<file path="config.mk">
export PLATFORM = sky130hd
export DESIGN_NAME = cwtc_decode
export DESIGN_NICKNAME = d
export VERILOG_FILES = /design/src/rtl/cwtc_pkg.sv /design/src/rtl/cwtc_decode.sv
export SDC_FILE = /design/constraint.sdc
export NUM_CORES = 1
export LEC_CHECK = 0
export ABC_AREA = 0
export BUFFER_PORTS_ARGS = -buffer_cell sky130_fd_sc_hd__buf_2
export CAP_MARGIN = 20
export CORE_MARGIN = 2
export CORE_UTILIZATION = 55
export DETAILED_ROUTE_END_ITERATION = 16
export PLACE_DENSITY_LB_ADDON = 0.3
export REMOVE_ABC_BUFFERS = 1
export SLEW_MARGIN = 0
export SYNTH_ARGS = -nofsm -noshare
export SYNTH_HDL_FRONTEND = slang
export SYNTH_SLANG_ARGS = --single-unit
</file>
<file path="constraint.sdc">
create_clock -name clk -period 12.9 [get_ports clk]
set_clock_uncertainty 0.15 [all_clocks]
set_input_delay 1.935 -clock clk [delete_from_list [all_inputs] [get_ports clk]]
set_output_delay 1.935 -clock clk [all_outputs]
set_load 0.02 [all_outputs]
</file>
<file path="src/rtl/cwtc_pkg.sv">
// Shared types, constants and helpers for the codepoint window text chunker.
`timescale 1ns / 1ps
package cwtc_pkg;

	localparam int MAX_BUDGET     = 256;
	localparam int WIN_DEPTH      = MAX_BUDGET + 1;
	localparam int BUDGET_RESET   = 64;
	localparam int OQ_DEPTH       = 4;

	typedef enum logic [1:0] {
		CLS_OTHER  = 2'd0,
		CLS_SPACE  = 2'd1,
		CLS_SENT   = 2'd2,
		CLS_CLAUSE = 2'd3
	} cls_t;

	typedef enum logic [2:0] {
		ERR_NONE      = 3'd0,
		ERR_BAD_LEAD  = 3'd1,
		ERR_BAD_CONT  = 3'd2,
		ERR_TRUNC     = 3'd3,
		ERR_TOO_LONG  = 3'd4
	} err_t;

	typedef enum logic [3:0] {
		E_IDLE,
		E_EVENT,
		E_SRCH_RD,
		E_SRCH_CK,
		E_TRIM_RD,
		E_TRIM_CK,
		E_START_RD,
		E_START_CK,
		E_LEAD_RD,
		E_LEAD_CK,
		E_LASTCHK
	} eng_state_t;

	typedef struct packed {
		logic [16:0] start;
		logic [2:0]  len;
		cls_t        cls;
	} entry_t;

	typedef struct packed {
		logic        act;
		logic        have_cp;
		logic        last;
		err_t        err;
		logic [16:0] start;
		logic [2:0]  len;
		cls_t        cls;
	} ev_t;

	typedef struct packed {
		logic [15:0] span_start;
		logic [16:0] span_end;
		logic        chunk_valid;
		logic        final_result;
		logic [2:0]  error_code;
	} res_t;

	function automatic logic is_space(input logic [20:0] b);
		return (b == 21'h20) || (b >= 21'h09 && b <= 21'h0D);
	endfunction

	function automatic cls_t class_of(input logic [20:0] cp, input logic [2:0] len);
		cls_t c;
		c = CLS_OTHER;
		if (len == 3'd1) begin
			if (is_space(cp)) c = CLS_SPACE;
			else if (cp == 21'h2E || cp == 21'h21 || cp == 21'h3F) c = CLS_SENT;
			else if (cp == 21'h2C || cp == 21'h3B || cp == 21'h3A) c = CLS_CLAUSE;
		end else if (len == 3'd3) begin
			if (cp == 21'h3002 || cp == 21'hFF01 || cp == 21'hFF1F) c = CLS_SENT;
			else if (cp == 21'hFF0C || cp == 21'h3001 || cp == 21'hFF1B || cp == 21'hFF1A)
				c = CLS_CLAUSE;
		end
		return c;
	endfunction

	// Ring index head + k modulo the window depth.
	function automatic logic [8:0] ring_add(input logic [8:0] head, input logic [8:0] k);
		logic [9:0] s;
		s = {1'b0, head} + {1'b0, k};
		if (s >= 10'(WIN_DEPTH)) s = s - 10'(WIN_DEPTH);
		return s[8:0];
	endfunction

endpackage

</file>
<file path="src/rtl/cwtc_decode.sv">
// UTF-8 decoder: byte offsets, sequence tracking and error detection.
`timescale 1ns / 1ps
module cwtc_decode (
	input  logic           clk,
	input  logic           arst_n,
	input  logic           accept,
	input  logic [7:0]     text_byte,
	input  logic           end_of_text,
	output cwtc_pkg::ev_t  ev
);
	import cwtc_pkg::*;

	logic [16:0] offset_q, offset_n;
	logic [20:0] pend_q, pend_n, cp;
	logic [1:0]  cont_q, cont_n;
	logic [16:0] lead_q, lead_n;
	logic        drop_q, broken_q, broken_n;
	logic [16:0] len_w;

	always_comb begin
		offset_n = offset_q;
		pend_n   = pend_q;
		cont_n   = cont_q;
		lead_n   = lead_q;
		broken_n = broken_q;
		cp       = pend_q;
		ev       = '0;
		ev.last  = end_of_text;
		ev.err   = ERR_NONE;
		ev.cls   = CLS_OTHER;
		if (!drop_q) begin
			ev.act = 1'b1;
			if (offset_q[16]) begin
				ev.err = ERR_TOO_LONG;
			end else begin
				offset_n = offset_q + 17'd1;
				if (broken_q && cont_q == 2'd0) begin
					if (!is_space({13'd0, text_byte})) ev.err = ERR_BAD_CONT;
				end else if (cont_q == 2'd0) begin
					lead_n = offset_q;
					if (text_byte <= 8'h7F) begin
						cp = {13'd0, text_byte};
						ev.have_cp = 1'b1;
					end else if ((text_byte & 8'hE0) == 8'hC0) begin
						pend_n = {16'd0, text_byte[4:0]};
						cont_n = 2'd1;
					end else if ((text_byte & 8'hF0) == 8'hE0) begin
						pend_n = {17'd0, text_byte[3:0]};
						cont_n = 2'd2;
					end else if ((text_byte & 8'hF8) == 8'hF0) begin
						pend_n = {18'd0, text_byte[2:0]};
						cont_n = 2'd3;
					end else begin
						ev.err = ERR_BAD_LEAD;
					end
				end else begin
					if (text_byte[7:6] != 2'b10) broken_n = 1'b1;
					else pend_n = {pend_q[14:0], text_byte[5:0]};
					cont_n = cont_q - 2'd1;
					if (cont_n == 2'd0) begin
						if (!broken_n) begin
							cp = pend_n;
							ev.have_cp = 1'b1;
						end else if (!is_space({13'd0, text_byte})) begin
							ev.err = ERR_BAD_CONT;
						end
					end
				end
				if (ev.err == ERR_NONE && end_of_text && (cont_n != 2'd0 || broken_n))
					ev.err = ERR_TRUNC;
			end
		end
		if (ev.err != ERR_NONE) ev.have_cp = 1'b0;
		if (ev.have_cp) pend_n = '0;
		len_w    = offset_n - lead_n;
		ev.start = lead_n;
		ev.len   = len_w[2:0];
		ev.cls   = class_of(cp, len_w[2:0]);
	end

	always_ff @(posedge clk or negedge arst_n) begin
		if (!arst_n) begin
			offset_q <= '0;
			pend_q   <= '0;
			cont_q   <= '0;
			lead_q   <= '0;
			drop_q   <= 1'b0;
			broken_q <= 1'b0;
		end else if (accept) begin
			if (end_of_text) begin
				offset_q <= '0;
				pend_q   <= '0;
				cont_q   <= '0;
				lead_q   <= '0;
				drop_q   <= 1'b0;
				broken_q <= 1'b0;
			end else if (ev.act) begin
				offset_q <= offset_n;
				pend_q   <= pend_n;
				cont_q   <= cont_n;
				lead_q   <= lead_n;
				broken_q <= broken_n;
				if (ev.err != ERR_NONE) drop_q <= 1'b1;
			end
		end
	end

	// An error on a byte that is not the last always leaves the decoder dropping.
	a_err_drop: assert property (@(posedge clk) disable iff (!arst_n)
		accept && ev.err != ERR_NONE && !end_of_text |=> drop_q)
		else $error("error did not enter drop mode");
	// While dropping, bytes produce no action.
	a_drop_quiet: assert property (@(posedge clk) disable iff (!arst_n)
		drop_q |-> !ev.act && !ev.have_cp)
		else $error("action while dropping");
	// A last byte always clears the text state.
	a_last_clear: assert property (@(posedge clk) disable iff (!arst_n)
		accept && end_of_text |=> offset_q == 17'd0 && !drop_q && cont_q == 2'd0)
		else $error("text state not cleared");
endmodule

</file>
## Word-level counts from Yosys, hierarchy flattened

Cells that the tools add are included.

- Bits of input ports: 12
- Register bits after elaboration: 59
- Output and inout port bits: 28
- Logic and storage cells: 156

- Mux-type cells: 86
- Equality and inequality tests: 28
- Reduce and logical (&&, ||, !) cells: 28
- Magnitude comparators: 5
- Add/subtract/negate cells: 3

Operators by type and width:

| operator | count |
|---|---|
| $mux W21 | 19 |
| $mux W17 | 10 |
| $eq A21 B6 Y1 const B | 7 |
| $eq A21 B16 Y1 const B | 5 |
| $mux W2 | 23 |
| $eq A21 B14 Y1 const B | 2 |
| $mux W1 | 27 |
| $ge A21 B4 Y1 const B | 1 |
| $le A21 B4 Y1 const B | 1 |
| $mux W3 | 7 |
| $add A17 B1 Y17 const B | 1 |
| $logic_or A1 B1 Y1 | 12 |
| $ne A3 B3 Y1 const B | 3 |
| $eq A8 B6 Y1 const B | 1 |
| $ge A8 B4 Y1 const B | 1 |
| $le A8 B4 Y1 const B | 1 |
| $le A8 B7 Y1 const B | 1 |
| $reduce_and A7 Y1 | 1 |
| $ne A2 B2 Y1 const B | 3 |
| $ne A6 B3 Y1 const B | 1 |
| $reduce_bool A2 Y1 | 3 |
| $eq A5 B5 Y1 const B | 1 |
| $logic_and A1 B1 Y1 | 5 |
| $eq A4 B4 Y1 const B | 1 |
| other kinds (12) | 13 |

## Depth between registers and ports, before layout

- Word-level depth: 23
- Depth in mapped cells: 14
- Depth with buffers taken out: 12

## Worst setup path before layout

No wires, ideal clock.

- Path type: input to output
- From: input port text_byte[6]
- To: output port ev[1] (netlist name)
- Buffers on the path: 3
- Path slack: 6.928 ns
- Arrival: 3.887 ns
- Required time: 10.815 ns
- Stages on the path: 10
- Cell sequence: buf_2 > and3b_1 > buf_2 > o21ai_4 > buf_6 > mux2_4 > nor4_2 > nand4b_1 > nor4_1 > a221o_1

RTL lines:

| element | line | RTL |
|---|---|---|
| start, declared | cwtc_decode.sv:7 | `input logic [7:0] text_byte,` |
| end, declared | cwtc_decode.sv:9 | `output cwtc_pkg::ev_t ev` |

==> results.sh <==
export IMPL_synthAdderAreaFrac_pct=1.425
export IMPL_synthTopCellsByArea="dfrtp_1, mux2_2, a22o_1"
export IMPL_final_util_pct=62.65
export IMPL_cts_sinks=59
export IMPL_clock_latency_ns=0.34
export IMPL_setup_tns_final_ns=0
export IMPL_synth_top_family_by_area="compound AO/OA/AOI/OAI gates"
export IMPL_cts_resized=0
export IMPL_relSlewSlack_pct=43.16
export IMPL_hold_path_class="flip-flop to flip-flop"
export IMPL_std_cell_rows=30
export IMPL_yosys_register_bits=59
export IMPL_nets=458
export IMPL_grt_usage_pct=27.11
export IMPL_slowest_stage="dfrtp_1"
export IMPL_avgRoutedWirePerCell_um=18.08
export IMPL_ys_warn_count=0
export IMPL_fin_crit_ns=6.514
export IMPL_initialDrtViolationCount=291
export IMPL_synth_ff_type="dfrtp_1"
export IMPL_async_reset_ff_share_pct=100.0
export IMPL_io_buffers=39
export IMPL_ios=40
export IMPL_synth_top_cell_area_share_pct=38.21
export IMPL_synth_cell_type_count=73
export IMPL_p_per_area_nw_per_um2=129.8
export IMPL_crit_type="flip-flop to output port"
export IMPL_crit_family="simple AND/OR/NAND/NOR gates"
export IMPL_num_vias=3413
export IMPL_wl_um=9833
export IMPL_synthSimpleGateAreaFrac_pct=21.11
export IMPL_p_seq_share_pct=36.7
export IMPL_crit_path_max_incr_delay_ns=0.58
export IMPL_required_ns=10.81
export IMPL_endpoint_kind="output port"
export IMPL_vias_per_cell=6.274
export IMPL_htreeDepth=3
export IMPL_crit_buf_inv=2
export IMPL_hold_violations=0
export IMPL_muxShareOfSynthArea_pct=6.898
export IMPL_yosysMostFrequentCell="dfrtp_1"
export IMPL_p_int_mw=0.3524
export IMPL_synth_edf_count=0
export IMPL_crit_chain="nor3_1 > nand2_1 > mux2_2 > ha_1 > inv_1 > fa_1 > xor2_1 > xnor2_1 > nand4b_1 > nand2b_1 > nor4b_2 > a221o_1 > buf_2"
export IMPL_hold_buffers=0
export IMPL_drv_cap=0
export IMPL_pwr_share_comb_pct=31.9
export IMPL_clkTransAtPathRegs_ns=0.07
export IMPL_cts_tree="yes"
export IMPL_grt_pass1_wl_um=16180
export IMPL_dieArea_um2=7711
export IMPL_grt_max_degree=60
export IMPL_synth_xor_area_share_pct=2.720
export IMPL_p_leak_nw=1.928
export IMPL_start_util_pct=56.87
export IMPL_worst_slew_pin_slew_ns=0.8311
export IMPL_antenna_found_initial=0
export IMPL_max_freq_mhz=153.5
export IMPL_synth_area_um2=3864
export IMPL_layoutNonFillerInstCount=544
export IMPL_worst_hold_slack_ns=0.3330
export IMPL_vdd_ir_drop_max_v=0.00007618
export IMPL_synth_common_cells="dfrtp_1, nand2_1, nor2_1"
export IMPL_stdcell_area_um2=4257
export IMPL_antenna_cells=0
export IMPL_die_width_um=87.82
export IMPL_grt_pass1_vias=3212
export IMPL_cts_made_buffers=9
export IMPL_arrival_ns=4.43
export IMPL_worstSetupStartpointType="flip-flop"
export IMPL_synth_cells=420
export IMPL_pre_cts_ws_ns=6.608
export IMPL_r2r_setup_slack_ns=9.85
export IMPL_status="completed"
export IMPL_placed_area_um2=4053
export IMPL_gp_congestion=0.9332
export IMPL_setup_viol=0
export IMPL_switching_power_mw=0.2001
export IMPL_ys_seq_area_share_pct=38.21
export IMPL_critPathMaxFanout=18
export IMPL_drcViolationCount=0
export IMPL_fin_ws_ns=6.386
export IMPL_drive_above_1_share_pct=20.76
export IMPL_p_total_mw=0.5525
export IMPL_drv_slew=0
export IMPL_synth_largest_area_cell="dfrtp_1"
export IMPL_coreArea_um2=6794
export IMPL_fin_crit_sh_pct=50.49
export IMPL_dr_pass1_iters=5
export IMPL_cts_root_buf="clkbuf_8"
export IMPL_syn_to_final_growth_pct=10.17
export IMPL_power_share_clock_pct=31.4
export IMPL_die_h_um=87.82
export IMPL_cts_setup_buffers=0
export IMPL_grt_ovfl_total=0
export IMPL_synth_compound_area_share_pct=24.51
export IMPL_hpwl_um=6937
export IMPL_syn_avg_cell_area_um2=9.199
export IMPL_placed_cells=528
export IMPL_rsz0062_at_grt="no"
export IMPL_ant_nets=0
export IMPL_swShare_pct=36.22
export IMPL_cts_path_max_buffers=2
-- cell usage in the layout, fill, tap and decap left out, types with 4 or more instances in the layout --
master     n
a32o_1    16
buf_2     39
and3_1     4
nor3_1    14
a22o_1    20
nand2b_1   7
nand3_1   12
clkbuf_8  11
nor2_1    32
inv_1     12
mux2_2    17
xor2_1     6
a21oi_1   26
nand2_1   37
a31oi_1    4
o21ai_0   23
dfrtp_1   59
o22ai_1    4
xnor2_1    6
o31ai_1    4
mux2i_1    6
-- per-layer routing --
layer	vias to the layer above	global-route usage, %	routed length, um	share of wire (%)
met2	124	44.42	4870	50
met1	1651	36.34	4277	43
met3	18	4.713	513	5.2
met4	0	9.371	172	1.7
li1	1620	-	-	-
met5	-	0	0	0
-- cell families (layout without fill, tap and decap cells) --
kind of cell / count (synthesis) / in the layout
AND/OR/NAND/NOR: 148 / 148
AO/OA/AOI/OAI: 130 / 130
flip-flops: 59 / 59
buffers and inverters: 43 / 71
multiplexers: 24 / 24
XOR/XNOR: 12 / 12
adder cells (fa/ha/maj): 4 / 4
-- worst min-delay path, stage by stage, from the launching register on --
cell and delay [ns]:
dfrtp_1 0.35, nand2_1 0.05, o21ai_0 0.06
-- final cells by class --
| type | count | area [um^2] |
|---|---|---|
| well taps | 96 | 120.1 |
| multi-input cells | 318 | 2190 |
| flip-flops and latches | 59 | 1476 |
| clock buffers | 12 | 155.1 |
| fillers | 575 | 2537 |
| clock inverters | 4 | 48.80 |
| inverters | 13 | 48.80 |
| repair buffers | 42 | 217.7 |
-- power groups by stage --
stage	logic (mW)	clock network (mW)	registers, mW
global route	0.194	0.184	0.203
detailed placement	0.176	0	0.206
global placement	0.176	0	0.205
finish	0.177	0.173	0.203
CTS	0.177	0.177	0.202
floorplan	0.121	0	0.202
-- state kept, by name, indices dropped and copies added, names as in the netlist --
register / count
broken_q: 1
cont_q: 2
drop_q: 1
lead_q: 17
offset_q: 17
pend_q: 21
-- worst paths after layout --
check / from / to / depth (start not counted)
setup / recovery: offset_q[16] / ev[0] / 13
hold / removal: lead_q[1] / lead_q[1] / 2
setup reg to reg: cont_q[0] / pend_q[19] / 6
hold reg to reg: lead_q[1] / lead_q[1] / 2
max in group asynchronous: arst_n / offset_q[15] / 2
min in group asynchronous: arst_n / pend_q[2] / 2
(Power assumes the default switching activity.)
