===== src/rtl/cwtc_pkg.sv =====
// Shared types, constants and helpers for the codepoint window text chunker.
`timescale 1ns / 1ps
package cwtc_pkg;

	localparam int MAX_BUDGET     = 256;
	localparam int WIN_DEPTH      = MAX_BUDGET + 1;
	localparam int BUDGET_RESET   = 64;
	localparam int OQ_DEPTH       = 4;

	typedef enum logic [1:0] {
		CLS_OTHER  = 2'd0,
		CLS_SPACE  = 2'd1,
		CLS_SENT   = 2'd2,
		CLS_CLAUSE = 2'd3
	} cls_t;

	typedef enum logic [2:0] {
		ERR_NONE      = 3'd0,
		ERR_BAD_LEAD  = 3'd1,
		ERR_BAD_CONT  = 3'd2,
		ERR_TRUNC     = 3'd3,
		ERR_TOO_LONG  = 3'd4
	} err_t;

	typedef enum logic [3:0] {
		E_IDLE,
		E_EVENT,
		E_SRCH_RD,
		E_SRCH_CK,
		E_TRIM_RD,
		E_TRIM_CK,
		E_START_RD,
		E_START_CK,
		E_LEAD_RD,
		E_LEAD_CK,
		E_LASTCHK
	} eng_state_t;

	typedef struct packed {
		logic [16:0] start;
		logic [2:0]  len;
		cls_t        cls;
	} entry_t;

	typedef struct packed {
		logic        act;
		logic        have_cp;
		logic        last;
		err_t        err;
		logic [16:0] start;
		logic [2:0]  len;
		cls_t        cls;
	} ev_t;

	typedef struct packed {
		logic [15:0] span_start;
		logic [16:0] span_end;
		logic        chunk_valid;
		logic        final_result;
		logic [2:0]  error_code;
	} res_t;

	function automatic logic is_space(input logic [20:0] b);
		return (b == 21'h20) || (b >= 21'h09 && b <= 21'h0D);
	endfunction

	function automatic cls_t class_of(input logic [20:0] cp, input logic [2:0] len);
		cls_t c;
		c = CLS_OTHER;
		if (len == 3'd1) begin
			if (is_space(cp)) c = CLS_SPACE;
			else if (cp == 21'h2E || cp == 21'h21 || cp == 21'h3F) c = CLS_SENT;
			else if (cp == 21'h2C || cp == 21'h3B || cp == 21'h3A) c = CLS_CLAUSE;
		end else if (len == 3'd3) begin
			if (cp == 21'h3002 || cp == 21'hFF01 || cp == 21'hFF1F) c = CLS_SENT;
			else if (cp == 21'hFF0C || cp == 21'h3001 || cp == 21'hFF1B || cp == 21'hFF1A)
				c = CLS_CLAUSE;
		end
		return c;
	endfunction

	// Ring index head + k modulo the window depth.
	function automatic logic [8:0] ring_add(input logic [8:0] head, input logic [8:0] k);
		logic [9:0] s;
		s = {1'b0, head} + {1'b0, k};
		if (s >= 10'(WIN_DEPTH)) s = s - 10'(WIN_DEPTH);
		return s[8:0];
	endfunction

endpackage


===== src/rtl/cwtc_if.sv =====


interface cwtc_out_if;
	logic        valid;
	logic        ready;
	logic [15:0] span_start;
	logic [16:0] span_end;
	logic        chunk_valid;
	logic        final_result;
	logic [2:0]  error_code;
	modport source (output valid, output span_start, output span_end, output chunk_valid,
		output final_result, output error_code, input ready);
	modport sink (input valid, input span_start, input span_end, input chunk_valid,
		input final_result, input error_code, output ready);
endinterface



===== src/rtl/cwtc_outq.sv =====
// Result queue between the chunk engine and the output channel.
`timescale 1ns / 1ps
module cwtc_outq (
	input  logic           clk,
	input  logic           arst_n,
	input  logic           push,
	input  cwtc_pkg::res_t push_res,
	output logic [2:0]     count,
	cwtc_out_if.source     chunk_out
);
	import cwtc_pkg::*;

	res_t       mem_q [OQ_DEPTH];
	logic [1:0] wr_q, rd_q;
	logic [2:0] count_q;
	logic       pop;
	res_t       head;

	assign pop   = chunk_out.valid && chunk_out.ready;
	assign count = count_q;
	assign head  = mem_q[rd_q];

	assign chunk_out.valid        = count_q != 3'd0;
	assign chunk_out.span_start   = head.span_start;
	assign chunk_out.span_end     = head.span_end;
	assign chunk_out.chunk_valid  = head.chunk_valid;
	assign chunk_out.final_result = head.final_result;
	assign chunk_out.error_code   = head.error_code;

	always_ff @(posedge clk) begin
		if (push) mem_q[wr_q] <= push_res;
	end

	always_ff @(posedge clk or negedge arst_n) begin
		if (!arst_n) begin
			wr_q    <= '0;
			rd_q    <= '0;
			count_q <= '0;
		end else begin
			if (push) wr_q <= wr_q + 2'd1;
			if (pop) rd_q <= rd_q + 2'd1;
			count_q <= count_q + {2'd0, push} - {2'd0, pop};
		end
	end

	a_no_overflow: assert property (@(posedge clk) disable iff (!arst_n)
		push |-> count_q < 3'(OQ_DEPTH) || pop)
		else $error("result queue overflow");
	a_count_range: assert property (@(posedge clk) disable iff (!arst_n)
		count_q <= 3'(OQ_DEPTH))
		else $error("result queue count out of range");
	a_ptr_gap: assert property (@(posedge clk) disable iff (!arst_n)
		count_q != 3'(OQ_DEPTH) |-> (wr_q - rd_q) == count_q[1:0])
		else $error("queue pointers disagree with count");
endmodule


===== src/flat_wrapper.sv =====
// flat-port wrapper written by rule: the top's interface ports become plain ports
module cwtc_outq_flat import cwtc_pkg::*;
  (clk, arst_n, push, push_res, count, chunk_out_valid, chunk_out_span_start, chunk_out_span_end, chunk_out_chunk_valid, chunk_out_final_result, chunk_out_error_code, chunk_out_ready);
  cwtc_out_if chunk_out_i ();
  input  logic clk;
  input  logic arst_n;
  input  logic push;
  input  cwtc_pkg::res_t push_res;
  output logic [2:0] count;
  output wire logic [$bits(chunk_out_i.valid)-1:0] chunk_out_valid;
  output wire logic [$bits(chunk_out_i.span_start)-1:0] chunk_out_span_start;
  output wire logic [$bits(chunk_out_i.span_end)-1:0] chunk_out_span_end;
  output wire logic [$bits(chunk_out_i.chunk_valid)-1:0] chunk_out_chunk_valid;
  output wire logic [$bits(chunk_out_i.final_result)-1:0] chunk_out_final_result;
  output wire logic [$bits(chunk_out_i.error_code)-1:0] chunk_out_error_code;
  input wire logic [$bits(chunk_out_i.ready)-1:0] chunk_out_ready;
  assign chunk_out_valid = chunk_out_i.valid;
  assign chunk_out_span_start = chunk_out_i.span_start;
  assign chunk_out_span_end = chunk_out_i.span_end;
  assign chunk_out_chunk_valid = chunk_out_i.chunk_valid;
  assign chunk_out_final_result = chunk_out_i.final_result;
  assign chunk_out_error_code = chunk_out_i.error_code;
  assign chunk_out_i.ready = chunk_out_ready;
  cwtc_outq u_core (.clk(clk), .arst_n(arst_n), .push(push), .push_res(push_res), .count(count), .chunk_out(chunk_out_i));
endmodule

===== config.mk =====
export PLATFORM = sky130hd
export DESIGN_NAME = cwtc_outq_flat
export DESIGN_NICKNAME = d
export VERILOG_FILES = /design/src/rtl/cwtc_pkg.sv /design/src/rtl/cwtc_if.sv /design/src/rtl/cwtc_outq.sv /design/src/flat_wrapper.sv
export SDC_FILE = /design/constraint.sdc
export NUM_CORES = 1
export LEC_CHECK = 0
export ABC_AREA = 0
export BUFFER_PORTS_ARGS = -buffer_cell sky130_fd_sc_hd__buf_2
export CAP_MARGIN = 30
export CORE_ASPECT_RATIO = 0.75
export CORE_MARGIN = 2
export CORE_UTILIZATION = 30
export DETAILED_ROUTE_END_ITERATION = 6
export PLACE_DENSITY = 0.52
export SLEW_MARGIN = 20
export SYNTH_ARGS = -nofsm -noshare
export SYNTH_HDL_FRONTEND = slang
export SYNTH_SLANG_ARGS = --single-unit
export TNS_END_PERCENT = 10

===== constraint.sdc =====
create_clock -name clk -period 1.8 [get_ports clk]
set_input_delay 0.18 -clock clk [delete_from_list [all_inputs] [get_ports clk]]
set_output_delay 0.18 -clock clk [all_outputs]
set_load 0.01 [all_outputs]

Yosys cells after proc, flatten, opt, wreduce, memory -nomap -nowiden
Memory sizes are Yosys's and may differ from the RTL's.
Index checks and enable logic that the tools add are counted.
Storage, ports and cells
  register bits: 7
  memory bits (writable): 152
  input port bits: 42
  output and inout port bits: 42
  memories kept: 1
Cells by class
  $add $sub $neg: 4
  mux-type cells: 2
  reductions and logical operators: 2
Memories
  u_core.mem_q: words 4, width 38, rd ports 1, clocked after memory_dff 0, wr ports 1, RTL line cwtc_outq.sv:13  | res_t mem_q [OQ_DEPTH];
Operators with widths (number)
  adder 2 x 1 -> 2 bit (second input constant): 2
  adder 3 x 1 -> 3 bit: 1
  nonzero test 3 bit: 1
  subtractor 3 x 1 -> 3 bit: 1
  2-to-1 mux 1 bit: 2
  logical AND 1 bit: 1

Logic depth before layout (Yosys ltp)
Gate-level depths: netlist (run 1).
  depth in word-level cells: 3
  gate-level depth with buffers: 7
  mapped depth without buffers: 7

Worst setup path after synthesis (run 1)
No wires, ideal clock.
  path kind: reg2reg
  start: reg u_core.count_q[1] (netlist: u_core.count[1])
  end: reg u_core.count_q[2] (netlist: u_core.count[2])
  setup time: 0.123 ns
  arrival: 1.852 ns
  required time: 1.677 ns
  path slack: -0.175 ns
  stages on the path, launching flop included: 8
  cell sequence: dfrtp_1 o31a_1 ha_1 inv_1 ha_1 fa_1 xnor2_1 xnor2_1
Between the ends
  cells in the longest elaborated chain, start to end: 3
  elaborated cells between the ends (all ways): 4
Ends and longest elaborated chain
  from (decl): RTL line cwtc_outq.sv:15  | logic [2:0] count_q;
  from (signal assigned): RTL line cwtc_outq.sv:42  | count_q <= count_q + {2'd0, push} - {2'd0, pop};
  nonzero test 3 bit: RTL line cwtc_outq.sv:23  | assign chunk_out.valid = count_q != 3'd0;
  logical AND 1 bit: RTL line cwtc_outq.sv:19  | assign pop = chunk_out.valid && chunk_out.ready;
  via u_core.pop: RTL line cwtc_outq.sv:16  | logic pop;
  subtractor 3 x 1 -> 3 bit: RTL line cwtc_outq.sv:42
The timed path passes the listed nets, and every way through them passes these cells.
A chain may end at the register's enable or synchronous reset.

Worst setup path in the final report (run 1)
  start: reg u_core.rd_q[0]
  end: out chunk_out_final_result
Between the ends
  cells in the longest elaborated chain, start to end: 1
Ends and longest elaborated chain
  from (decl): RTL line cwtc_outq.sv:14  | logic [1:0] wr_q, rd_q;
  from (signal assigned): RTL line cwtc_outq.sv:41  | if (pop) rd_q <= rd_q + 2'd1;
  memory (4 x 38 bit)
  to (decl): RTL line flat_wrapper.sv:14  | output wire logic [$bits(chunk_out_i.final_result)-1:0] chunk_out_final_result;
Every way passes these cells.

==> results of run 1 <==
==> registers in the layout (all words and copies together) (netlist names) <==
name	flops
u_core.rd_q	2
u_core.count	3
u_core.mem_q	152
u_core.wr_q	2
==> cells in the mapped netlist <==
master / count / area, um^2
and2_1: 4 / 25.0
buf_12: 4 / 80.1
buf_2: 3 / 15.0
buf_4: 1 / 7.51
buf_6: 1 / 11.3
dfrtp_1: 7 / 175
edfxtp_1: 152 / 4560
fa_1: 1 / 20.0
ha_1: 6 / 75.1
inv_1: 6 / 22.5
mux4_2: 38 / 856
nand2_1: 1 / 3.75
o21ai_0: 1 / 5.00
o311ai_0: 1 / 8.76
o31a_1: 1 / 8.76
or3_1: 1 / 6.26
xnor2_1: 3 / 26.3
xor2_1: 2 / 17.5
==> where the power goes <==
part           internal, uW  leakage [uW]  switching (uW)  total, uW
registers              4860       0.00148             188       5050
clock network          2170      0.000277            1370       3540
logic                  2310       0.00102            2010       4320
==> worst max-delay path, delay by kind of cell (launching register included) <==
kind,cells,cell delay (ns)
flops,1,0.45
buf+inv,2,0.36
mux,1,0.56
==> cell usage in the layout, fill, tap and decap left out, types with 2 or more instances in the layout <==
cell type      synthesis  routed
buf_6                  1      26
xor2_1                 2       2
bufinv_16              0       3
clkbuf_1               0       3
inv_1                  6       6
xnor2_1                3       2
and2_2                 0       4
dfrtp_1                7       5
edfxtp_1             152     152
clkbuf_16              0      17
ha_1                   6       5
buf_2                  3      57
buf_12                 4       8
inv_6                  0       2
buf_4                  1       7
dlygate4sd3_1          0      39
clkinv_1               0       3
mux4_2                38      38
==> worst paths after layout <==
check	endpoint	slack, ns	start
setup / recovery	chunk_out_final_result	-0.19	u_core.rd_q[0]
hold / removal	u_core.wr_q[0]	0.03	push
setup reg to reg	u_core.count[2]	-0.11	u_core.count[1]
hold reg to reg	u_core.wr_q[0]	0.55	u_core.wr_q[0]
max in group asynchronous	u_core.rd_q[1]	1.50	arst_n
min in group asynchronous	u_core.count[1]	0.12	arst_n
==> per-stage QoR <==
step | util (%) | total power, uW | instances | hold WS, ns | TNS (ns)
finish | 41.0 | 12900 | 646 | 0.0349 | -6.13
floorplan | - | 7500 | 233 | -0.116 | -12.25
CTS | 40.8 | 13000 | 646 | 0.0162 | -8.00
detailed placement | 35.0 | 8940 | 576 | 0.0222 | -0.130
global route | 41.0 | 13600 | 646 | 0.0387 | -9.35
global placement | 35.0 | 8870 | 576 | 0.0199 | -0.0559
==> area by class of cell <==
type,count,area [um^2],area share (%)
sequential,159,4740,59.8
timing repair buffer,138,1210,15.2
multi-input combinational,59,1070,13.5
clock buffer,20,437,5.50
tap,253,317,3.99
clock inverter,11,140,1.77
inverter,6,22.5,0.284
==> logic make-up after synthesis <==
group                      share of synthesized area [%]
muxes                                               14.4
AOI/OAI and AO/OA                                  0.380
DFF                                                 79.9
buffers and inverters                               2.30
and+or+nand+nor                                    0.591
adders and majority gates                           1.60
xor gates and xnor gates                           0.739
==> per-layer routing <==
| metal | wire length, um | part of all wire (%) | vias up |
|---|---|---|---|
| li1 | - | - | 1276 |
| met3 | 471 | 4.2 | 14 |
| met4 | 158 | 1.4 | 0 |
| met2 | 5630 | 50 | 70 |
| met5 | 0 | 0 | - |
| met1 | 4910 | 44 | 1474 |
==> timing repair <==
| item | CTS | global route |
|---|---|---|
| pin swaps | 0 | 1 |
| setup endpoints to repair | 39 | 40 |
| hold buffers | 39 | 0 |
| endpoints found under the hold margin | 159 | 0 |
| resized for setup | 22 | 7 |
==> results.toml, run 1 <==
[place]
placed_area_mm2 = 0.00679
pre_cts_slack_ns = -0.130
post-dp-hpwl_um = 6620
io_buffer_count = 83
gp_congestion = 0.646

[critical_path]
cp-end-kind = "output port"
path_max_fanout = 23
cp.required_ns = 1.62
reg2reg_depth = 7
arrival_ns = 1.81
start_kind = "flip-flop"
crit_path_max_incr_delay_ns = 0.56
crit_chain = "buf_16, mux4_2, buf_6"
worst_path_max_delay_cell = "mux4_2"
worst-setup-path-type = "reg -> out"

[clocking]
root_buffer = "clkbuf_16"
post-cts-setup-buffer-count = 0
clkLatencyLatePin_ns = 0.42
cts-htree-levels = 4
clkTransAtPathRegs_ns = 0.06
cts_inserted_buffers = 17
clockBufferDepth = 2
cts_tree = "yes"
clock_sinks = 159

[synth]
syn_inst = 233
ys_seq_area_share_pct = 79.9
syn_nets = 282
synth_area_mm2 = 0.00593
ys_types = 18
syn_avg_cell_area_um2 = 25.4
synth_warnings = 0
synth-seq-cells = 159

[global_routing]
grt-busiest-layer = "met2"
grt_pass1_wl_um = 17700
grtUsageMet2_pct = 19.3
met1_usage_pct = 13.8
grt_max_degree = 27
grt_pass1_vias = 3098
grt_overflow_total = 0
grtUsageMet3_pct = 3.68
track_usage_pct = 11.5
antenna_found_initial = 0

[timing]
fin_ws_ns = -0.188
relSlewSlack_pct = 63.5
setup_violations = 39
hold_viol_final = 0
worst_pin_slew_ns = 0.540
finalCritPeriodShare_pct = 110
fmaxAchievable_mhz = 503
period_needed_ns = 1.99
fin_skew_ns = 0.00915
final_max_slew_viol_count = 0
rsz0062_at_grt = "yes"

[layout]
layout.nets = 430
fill_cells = 1763
diodes = 0
drive_above_1_share_pct = 43.5
syn_to_final_growth_pct = 33.9
finalInstanceArea_mm2 = 0.00794

[run]
drv_cap = 0

[hold_path]
hp-class = "in -> reg"
whs_path_depth = 2

[drt]
drc = 0
routedWlPerCell_um = 17.3
vias_per_cell = 4.39
wirelength_um = 11200
drt.antenna.violating_nets = 0
drtIter0Drc = 164
dr.pass1.iters = 4
vias = 2834

[floorplan]
ios = 84
fp.dieH_um = 126
start_util_pct = 30.6
die_w_um = 166
core_area_mm2 = 0.0194
die_area_mm2 = 0.0209
num_rows = 44

[power]
irDropWorstVdd_v = 0.000699
p_leak_uw = 0.00278
pwr_density_cell_mw_per_mm2 = 1630

[outcome]
violations = "setup timing"
status = "complete, but fails checks"
Power figures use the tool's default switching activity.
==> inputs of run 2 (changes only) <==
--- a/config.mk
+++ b/config.mk
@@ -12,7 +12,7 @@
 export CORE_MARGIN = 2
 export CORE_UTILIZATION = 30
 export DETAILED_ROUTE_END_ITERATION = 6
-export PLACE_DENSITY = 0.52
+export PLACE_DENSITY = 0.55
 export SLEW_MARGIN = 20
 export SYNTH_ARGS = -nofsm -noshare
 export SYNTH_HDL_FRONTEND = slang
==> run 2 against run 1 <==
  * The run still ends with setup timing left
  * Register-to-register slack lost 0.04 ns
  * Worst hold slack gained 0.022 ns
  * First-iteration DRC count grew 52%
  * Non-clock buffer count shrank 1
  * Maximum frequency rose by 1.6%
  * Routed wire length down 0.76%
  * Combinational power decreased by 1%
  * Clock power is 3% lower
  * Final cell count stayed put
  * Largest power group unchanged
==> results.toml, run 2 (same netlist as run 1, synthesis figures left out) <==
[hold_path]
hp-start = "push"
whs_path_depth = 2
hp-class = "in -> reg"
worstHoldEndpoint = "u_core.wr_q[0]"

[drt]
vias = 2854
dr.pass1.iters = 4
wl_met1_um = 5100
drtIter0Drc = 249
wl_met2_um = 5370
wl_met3_um = 537
vias_per_cell = 4.42
routedWlPerCell_um = 17.2
routed.top_layer = "met4"
drt.antenna.violating_nets = 0
drc = 0
wirelength_um = 11100

[timing]
finalCritPeriodShare_pct = 109
rsz0062_at_grt = "yes"
fmaxAchievable_mhz = 511
final_max_slew_viol_count = 0
hold_viol_final = 0
fin_ws_ns = -0.156
setup_violations = 39
relSlewSlack_pct = 73.1
fin_skew_ns = 0.00831
worst_pin_slew_ns = 0.398
period_needed_ns = 1.96

[clocking]
cts-htree-levels = 4
clkTransAtPathRegs_ns = 0.06
root_buffer = "clkbuf_16"
clkLatencyLatePin_ns = 0.41
clockBufferDepth = 2
cts_tree = "yes"
clock_sinks = 159
cts_inserted_buffers = 17

[layout]
syn_to_final_growth_pct = 33.2
drive_above_1_share_pct = 44.0
regMostFlops = "u_core.mem_q"
finalInstanceArea_mm2 = 0.00790
mostFrequentLayoutCells = "edfxtp_1 (152), buf_2 (56), dlygate4sd3_1 (39)"
diodes = 0
layout_commonest_cell = "edfxtp_1"
finalNonFillerCells = 646
layout.nets = 429
largest_reg_flops = 152
fill_cells = 1745

[floorplan]
core_area_mm2 = 0.0194
die_area_mm2 = 0.0209
num_rows = 44
start_util_pct = 30.6
ios = 84
fp.dieH_um = 126
die_w_um = 166

[critical_path]
reg2reg_depth = 7
reg2reg_slack_ns = -0.15
worst-setup-path-type = "reg -> out"
arrival_ns = 1.78
start_kind = "flip-flop"
cp-end-kind = "output port"
path_max_fanout = 22
r2r-end = "u_core.count[2]"
reg2reg_from = "u_core.count[1]"
cp.required_ns = 1.62

[place]
gp_congestion = 0.636
placed_area_mm2 = 0.00675
io_buffer_count = 83
post-dp-hpwl_um = 6450
dp_cells = 574

[run]
drv_cap = 0

[global_routing]
grt_overflow_total = 0
grt_pass1_vias = 3064
grt_max_degree = 39
grt_pass1_wl_um = 17200
antenna_found_initial = 0
track_usage_pct = 11.2

[power]
irDropWorstVdd_v = 0.00115
p_leak_uw = 0.00276
pwr_density_cell_mw_per_mm2 = 1610

[outcome]
status = "complete, but fails checks"
violations = "setup timing"
-- run 2: worst max-delay path: stages (launching register included) --
cell     delay, ns
dfrtp_2       0.41
buf_12        0.22
mux4_2        0.56
buf_2         0.16
-- run 2: per-stage QoR --
stage                     util (%)  hold slack, ns  power (uW)  TNS, ns  worst slack, ns
final                         40.7          0.0565       12700    -4.15           -0.156
after global routing          40.7          0.0555       13400    -7.44           -0.244
after CTS                     40.3          0.0435       12700    -5.79           -0.207
after detailed placement      34.8          0.0218        8860   -0.182           -0.182
after global placement        34.8          0.0190        8780  -0.0644          -0.0644
after floorplan                  -          -0.116        7500   -12.25           -0.144
-- run 2: worst max-delay path by stage --
stage | startpoint | to | slack, ns | depth (start not counted)
after floorplan | u_core.count[2] | u_core.count[2] | -0.14 | 7
after global placement | u_core.count[2] | u_core.count[2] | -0.06 | 7
after detailed placement | u_core.count[2] | u_core.count[2] | -0.18 | 7
after CTS | u_core.rd_q[0] | chunk_out_span_start[1] | -0.21 | 3
after global routing | u_core.rd_q[0] | chunk_out_span_start[1] | -0.24 | 3
final | u_core.rd_q[0] | chunk_out_span_start[1] | -0.16 | 3
-- run 2: power breakdown --
group	total [uW]	internal (uW)	switching, uW
Clock	3440	2050	1400
Combinational	4270	2260	2010
Sequential	5030	4860	175
-- run 2: layout make-up --
cell class	instances	area, um^2	share of cell area, %
clock inverter	13	138	1.74
tap	253	317	4.01
clock buffer	19	433	5.48
timing repair buffer	137	1170	14.9
sequential	159	4740	60.1
multi-input combinational	59	1070	13.5
inverter	6	22.5	0.285
-- run 2: what timing repair did --
action                                 in CTS  in global routing
setup buffers                               1                  0
endpoints found under the hold margin     159                  0
setup endpoints to repair                  40                 40
gates resized for setup                    15                 14
pin swaps                                   2                  2
hold buffers                               39                  0
-- run 2: layer usage --
metal  GRT usage [%]  vias to the layer above
li1                -                     1279
met1            14.9                     1490
met2            17.5                       80
met3            4.24                        5
met4            2.74                        0
met5               0                        -
